File: src/rtl/tsti_pkg.sv
// Package: table sizing, field widths, sequencer states and the symbol compare function.
package tsti_pkg;

  localparam int TABLE_DEPTH  = 128;
  localparam int SYMBOL_BYTES = 8;
  localparam int Q_FRAC       = 16;
  localparam int QUOT_W       = Q_FRAC + 1;
  localparam int ADDR_W       = (TABLE_DEPTH > 1) ? $clog2(TABLE_DEPTH) : 1;
  localparam int CNT_W        = ADDR_W + 1;
  localparam int STEP_W       = $clog2(QUOT_W);
  localparam int SYM_W        = 64;
  localparam int VOL_W        = 32;
  localparam int TIME_W       = 64;
  localparam int SLOT_W       = 7;
  localparam int IMB_W        = 18;

  typedef enum logic [2:0] {
    ST_IDLE,
    ST_DIV,
    ST_SCAN,
    ST_WRITE,
    ST_DONE
  } state_e;

  typedef struct packed {
    logic                  start;
    logic [VOL_W-1:0]      mag;
    logic [VOL_W:0]        sum;
  } div_req_t;

  typedef struct packed {
    logic                  done;
    logic [QUOT_W-1:0]     quot;
  } div_rsp_t;

  // string compare over the first SYMBOL_BYTES bytes; a shared zero byte ends it
  function automatic logic sym_equal(logic [SYM_W-1:0] a, logic [SYM_W-1:0] b);
    logic eq;
    logic stop;
    eq   = 1'b1;
    stop = 1'b0;
    for (int i = 0; i < SYMBOL_BYTES; i++) begin
      if (!stop) begin
        if (a[8*i +: 8] != b[8*i +: 8]) begin
          eq   = 1'b0;
          stop = 1'b1;
        end else if (a[8*i +: 8] == 8'd0) begin
          stop = 1'b1;
        end
      end
    end
    return eq;
  endfunction

endpackage

File: src/rtl/tsti_div.sv
// Restoring divider, one quotient bit per cycle: (mag << Q_FRAC) / sum.
module tsti_div (
  input  logic               clk_i,
  input  logic               rst_ni,
  input  tsti_pkg::div_req_t req_i,
  output tsti_pkg::div_rsp_t rsp_o
);
  import tsti_pkg::*;

  logic                busy_q, busy_d;
  logic                done_q, done_d;
  logic [STEP_W-1:0]   step_q, step_d;
  logic [VOL_W+1:0]    rem_q, rem_d;
  logic [VOL_W:0]      sum_q, sum_d;
  logic [QUOT_W-1:0]   quot_q, quot_d;
  logic [VOL_W+1:0]    diff;
  logic                ge;

  assign ge   = rem_q >= {1'b0, sum_q};
  assign diff = rem_q - {1'b0, sum_q};

  always_comb begin
    busy_d = busy_q;
    done_d = 1'b0;
    step_d = step_q;
    rem_d  = rem_q;
    sum_d  = sum_q;
    quot_d = quot_q;
    if (req_i.start) begin
      busy_d = 1'b1;
      step_d = '0;
      rem_d  = {2'b00, req_i.mag};
      sum_d  = req_i.sum;
      quot_d = '0;
    end else if (busy_q) begin
      quot_d = {quot_q[QUOT_W-2:0], ge};
      rem_d  = ge ? {diff[VOL_W:0], 1'b0} : {rem_q[VOL_W:0], 1'b0};
      step_d = step_q + 1'b1;
      if (step_q == STEP_W'(QUOT_W - 1)) begin
        busy_d = 1'b0;
        done_d = 1'b1;
      end
    end
  end

  always_ff @(posedge clk_i or negedge rst_ni) begin
    if (!rst_ni) begin
      busy_q <= 1'b0;
      done_q <= 1'b0;
      step_q <= '0;
    end else begin
      busy_q <= busy_d;
      done_q <= done_d;
      step_q <= step_d;
    end
  end

  always_ff @(posedge clk_i) begin
    rem_q  <= rem_d;
    sum_q  <= sum_d;
    quot_q <= quot_d;
  end

  assign rsp_o.done = done_q;
  assign rsp_o.quot = quot_q;

endmodule

File: config.mk
export PLATFORM = sky130hd
export DESIGN_NAME = tsti_div
export DESIGN_NICKNAME = d
export VERILOG_FILES = /design/src/rtl/tsti_pkg.sv /design/src/rtl/tsti_div.sv
export SDC_FILE = /design/constraint.sdc
export NUM_CORES = 1
export LEC_CHECK = 0
export ABC_AREA = 1
export BUFFER_PORTS_ARGS = -buffer_cell sky130_fd_sc_hd__buf_2
export CAP_MARGIN = 20
export CORE_ASPECT_RATIO = 0.5
export CORE_MARGIN = 2
export CORE_UTILIZATION = 63
export DETAILED_ROUTE_END_ITERATION = 8
export PLACE_DENSITY = 0.87
export SETUP_SLACK_MARGIN = 0.15
export SLEW_MARGIN = 20
export SYNTH_ARGS = -nofsm -noshare
export SYNTH_HDL_FRONTEND = slang
export SYNTH_SLANG_ARGS = --single-unit
File: constraint.sdc
create_clock -name clk_i -period 5.2 [get_ports clk_i]
set_input_delay 0.78 -clock clk_i [delete_from_list [all_inputs] [get_ports clk_i]]
set_output_delay 0.78 -clock clk_i [all_outputs]
set_load 0.005 [all_outputs]
# --- Word level (Yosys, flattened, before mapping) ---
# Index checks and enable logic that the tools add are counted.
totals:
  ff_bits: 91
  input_bits: 68
  out_inout_bits: 18
  word_cells: 23
classes:
  add_sub_neg: 2
  order_cmp: 1
  n_eq_ne: 1
  mux: 11
  reduce_logical: 1
op_table:
  columns: ["operator", "n"]
  rows:
  - ["$mux 32", 2]
  - ["$ge 34x33->1", 1]
  - ["$mux 34", 1]
  - ["$sub 33x33->33", 1]
  - ["$mux 5", 2]
  - ["$mux 1", 6]
  - ["$add 5x1->5 const B", 1]
  - ["$eq 5x5->1 const B", 1]
  - ["$reduce_bool 2->1", 1]

# --- Depth between registers and ports, before layout ---
depth:
  ltp_word: 4
  ltp_mapped: 18
  ltp_nobuf: 17

# --- Worst setup path after synthesis ---
# No wires, ideal clock.
synth_path:
  path_kind: "in2reg"
  start: "input req_i[65] (netlist name)"
  end: "register rem_q[0] (enable)"
  setup_time_ps: 409
  t_arrival_ps: 2337
  path_slack_ps: 2454
  cell_stages: 4
  path_cell_list: "clkbuf_1 -> nor2_1 -> inv_1 -> buf_1"
synth_via:
  elab_chain_len: 1
synth_lines:
  columns: ["item", "line_no", "text"]
  rows:
  - ["from (decl)", "tsti_div.sv:5", "input tsti_pkg::div_req_t req_i,"]
  - ["$reduce_bool 2->1 (no line)", null, null]
  - ["to (signal assigned)", "tsti_div.sv:59", "rem_q <= rem_d;"]
  - ["to (decl)", "tsti_div.sv:13", "logic [VOL_W+1:0] rem_q, rem_d;"]
# No other way between the ends.
# A chain may end at the register's enable or synchronous reset.

# --- Worst setup path after layout ---
layout_path:
  start: "register rem_q[0]"
  end: "register rem_q[20], data pin"
layout_via:
  elab_chain_len: 4
  elab_cells_between_ends: 5
layout_lines:
  columns: ["item", "line_no", "text"]
  rows:
  - ["$sub 33x33->33 / $ge 34x33->1 (equally long branches)", "tsti_div.sv:20, tsti_div.sv:19", null]
  - ["$mux 34 *", "tsti_div.sv:37", "rem_d = ge ? {diff[VOL_W:0], 1'b0} : {rem_q[VOL_W:0], 1'b0};"]
  - ["$mux 32 *", "tsti_div.sv:35", "end else if (busy_q) begin"]
  - ["$mux 32 *", "tsti_div.sv:29", "if (req_i.start) begin"]
  - ["via rem_d[20]", "tsti_div.sv:13", null]
# Mark *: on every way through the listed nets, which the timed path passes. The rest lies on a longest branch. The select of a mux whose other input is x is not followed.

==> reports/metrics.cfg <==
[worst_setup_path]
r2r-end = rem_q[20]
critPathTopFamily = simple AND/OR/NAND/NOR gates
timing_worst_setup_path_type = flip-flop to flip-flop
start_kind = flip-flop
cpMaxStageDelayCell = fa_1
endpoint_kind = flip-flop
r2r_cells = 13
rrSetupSlack_ns = 2.26
crit_fanout = 65
timing.rr.start = rem_q[0]
slowest_delay_ns = 0.43
cp.required_ns = 5.31
worst-path-buf-inv = 2
crit_chain = inv_1 -> ha_1 -> inv_1 -> fa_1 -> nand3_1 -> nand3_2 -> nand2_1 -> nand2_2 -> nand3_2 -> nand2_4 -> or2_2 -> nand3_1 -> nand2_1
arrival_ns = 3.05

[clock_tree]
cts.sinks = 91
clock_path_buffers = 2
postCtsResizedCells = 0
cts_max_level = 3
clkTransAtPathRegs_ns = 0.07
root_buffer = clkbuf_16
clk_latency_ns = 0.35
post-cts-setup-buffer-count = 0
cts_buffers = 9
cts_tree = yes
ctsHoldBuffers = 0

[power_and_ir_drop]
leakage_nw = 3.42
pwr-share-comb_pct = 53.8
p_int_w = 0.00204
power_frac_clock_pct = 18.0
p_sw_w = 0.00174
p_sw_share_pct = 46.0
p_per_area_nw_per_um2 = 551
p_seq_share_pct = 28.2
ir_worst_vdd_uv = 262

[timing]
fmax_mhz = 340
timing.setup.tns_ns = 0
finalSetupViolations = 0
slew_headroom_pct = 46.7
tightest_slew_ns = 0.800
period_minus_slack_ns = 2.94
finalHoldViolCount = 0
rsz0062_at_grt = false
fin_crit_sh_pct = 56.5
drv_slew = 0
clock_skew_ns = 0.00723

[route]
vias_per_cell = 5.33
finalWirelength_microns = 14900
routed.top_layer = met4
drt-initial-drc-count = 483
wl_per_cell_microns = 14.6
wl_met1_microns = 7130
dr_wl_met2_microns = 6400
vias = 5415
drc = 0
drtPass1Iterations = 5
drtAntennaViolNets = 0
dr_wl_met3_microns = 1190

[floorplanning]
start_util_pct = 64.5
die-area_sq_um = 10500
fp.dieH_microns = 73.3
core_area_sq_um = 9380
rows = 25
die_x_microns = 143
ios = 86

[final_layout]
syn_to_final_growth_pct = 13.1
final_common_cell = nand2_1
final_cell_mix = nand2_1, inv_1, buf_2, edfxtp_1, nor2_1
antenna_cells = 0
fin_area_sq_um = 6850
fin_nets = 993
drive_gt1_share_pct = 15.2

[outcome]
status = completed

[synth]
synth_nets = 913
synth-seq-area-share_pct = 41.4
synth_cells = 809
netlist-cell-type-count = 37
yosys_warnings = 0
ys_ff_latch = 91
postSynthAreaPerCell_sq_um = 7.49
synth_area_sq_um = 6060

[global_route]
grt_pass1_vias = 5019
grt_pass1_wl_microns = 24300
track_usage_pct = 30.0
antenna_found_initial = 0
grt_max_degree = 66
grt-ovfl-total = 0

[place]
io_buffers = 85
place_area_sq_um = 6520
dp_hpwl_microns = 11000
place.gp.congestion = 0.940

[run]
drv_cap = 0

[worst_hold_path]
hp-class = input pin to asynchronous set/reset pin

## cell usage after synthesis, drive strengths merged
master,instances,area share [%]
nand2,254,16
inv,139,8.6
nor2,68,4.6
edfxtp,65,32
nand3,52,4.5
o21ai,38,3.1
a21oi,36,3.2
ha,35,7.2
dfxtp,19,6.3
xnor2,15,2.2
o22ai,14,1.4
or2,14,1.4
clkbuf,10,0.64
buf,9,1.4
o211ai,8,0.99
dfrtp,7,2.9
nor3,7,0.58
nand4,5,0.52
o21bai,5,0.62
and2,3,0.31
xor2,2,0.29
a21o,1,0.12
fa,1,0.33
nand3b,1,0.12
o21a,1,0.12
## cell type report
cell class,count,area (sq um)
multi-input cells,560,2900
fillers,757,2530
flip-flops and latches,91,2510
inverters,139,522
repair buffers,88,455
clock buffers,9,225
well taps,121,151
clock inverters,7,88.8
## power groups by stage
stage / combinational, W / clock, W / sequential (W)
floorplan: 0.00161 / 0 / 0.00104
global placement: 0.00192 / 0 / 0.00107
detailed placement: 0.00197 / 0 / 0.00108
CTS: 0.00199 / 0.000687 / 0.00106
global route: 0.00229 / 0.000709 / 0.00108
finish: 0.00203 / 0.000678 / 0.00107
## worst max-delay path by stage
stage / slack [ns] / endpoint / depth (start not counted) / from
final: 2.26 / rem_q[20] / 13 / rem_q[0]
after global routing: 2.18 / rem_q[20] / 13 / rem_q[0]
after CTS: 2.33 / rem_q[20] / 13 / rem_q[0]
after detailed placement: 2.36 / rem_q[6] / 4 / req_i[65]
after global placement: 2.47 / rem_q[8] / 4 / req_i[65]
after floorplan: 2.45 / rem_q[0] / 4 / req_i[65]
## metrics by stage
step,utilization [%],power (W),hold slack [ns],setup slack [ns],std cells
4_1_cts,72.9,0.00374,0.250,2.33,1014
6_report,73.0,0.00378,0.250,2.26,1015
2_1_floorplan,-,0.00266,0.434,2.45,809
3_3_place_gp,69.5,0.00299,0.437,2.47,998
3_5_place_dp,69.5,0.00304,0.462,2.36,998
5_1_grt,73.0,0.00408,0.263,2.18,1015
## layer usage
metal	up-vias	track usage, %
met2	182	47.1
li1	2759	-
met5	-	0
met4	0	5.83
met3	11	7.04
met1	2463	43.1
## cell families (layout without fill, tap and decap cells)
| group | count (synthesis) | count (layout) | synth area share [%] |
|---|---|---|---|
| XOR/XNOR | 17 | 17 | 2.46 |
| AO/OA/AOI/OAI | 103 | 103 | 9.61 |
| AND/OR/NAND/NOR | 404 | 404 | 28.3 |
| buffers and inverters | 158 | 243 | 10.7 |
| adder cells (fa/ha/maj) | 36 | 36 | 7.56 |
| flip-flops | 91 | 91 | 41.4 |
## state kept, by name, summed over array words and instances, names as in the netlist
| signal | cells |
|---|---|
| rem_q | 34 |
| sum_q | 33 |
| quot_q | 17 |
| step_q | 5 |
| busy_q | 1 |
| done_q | 1 |
(Power assumes the default switching activity.)
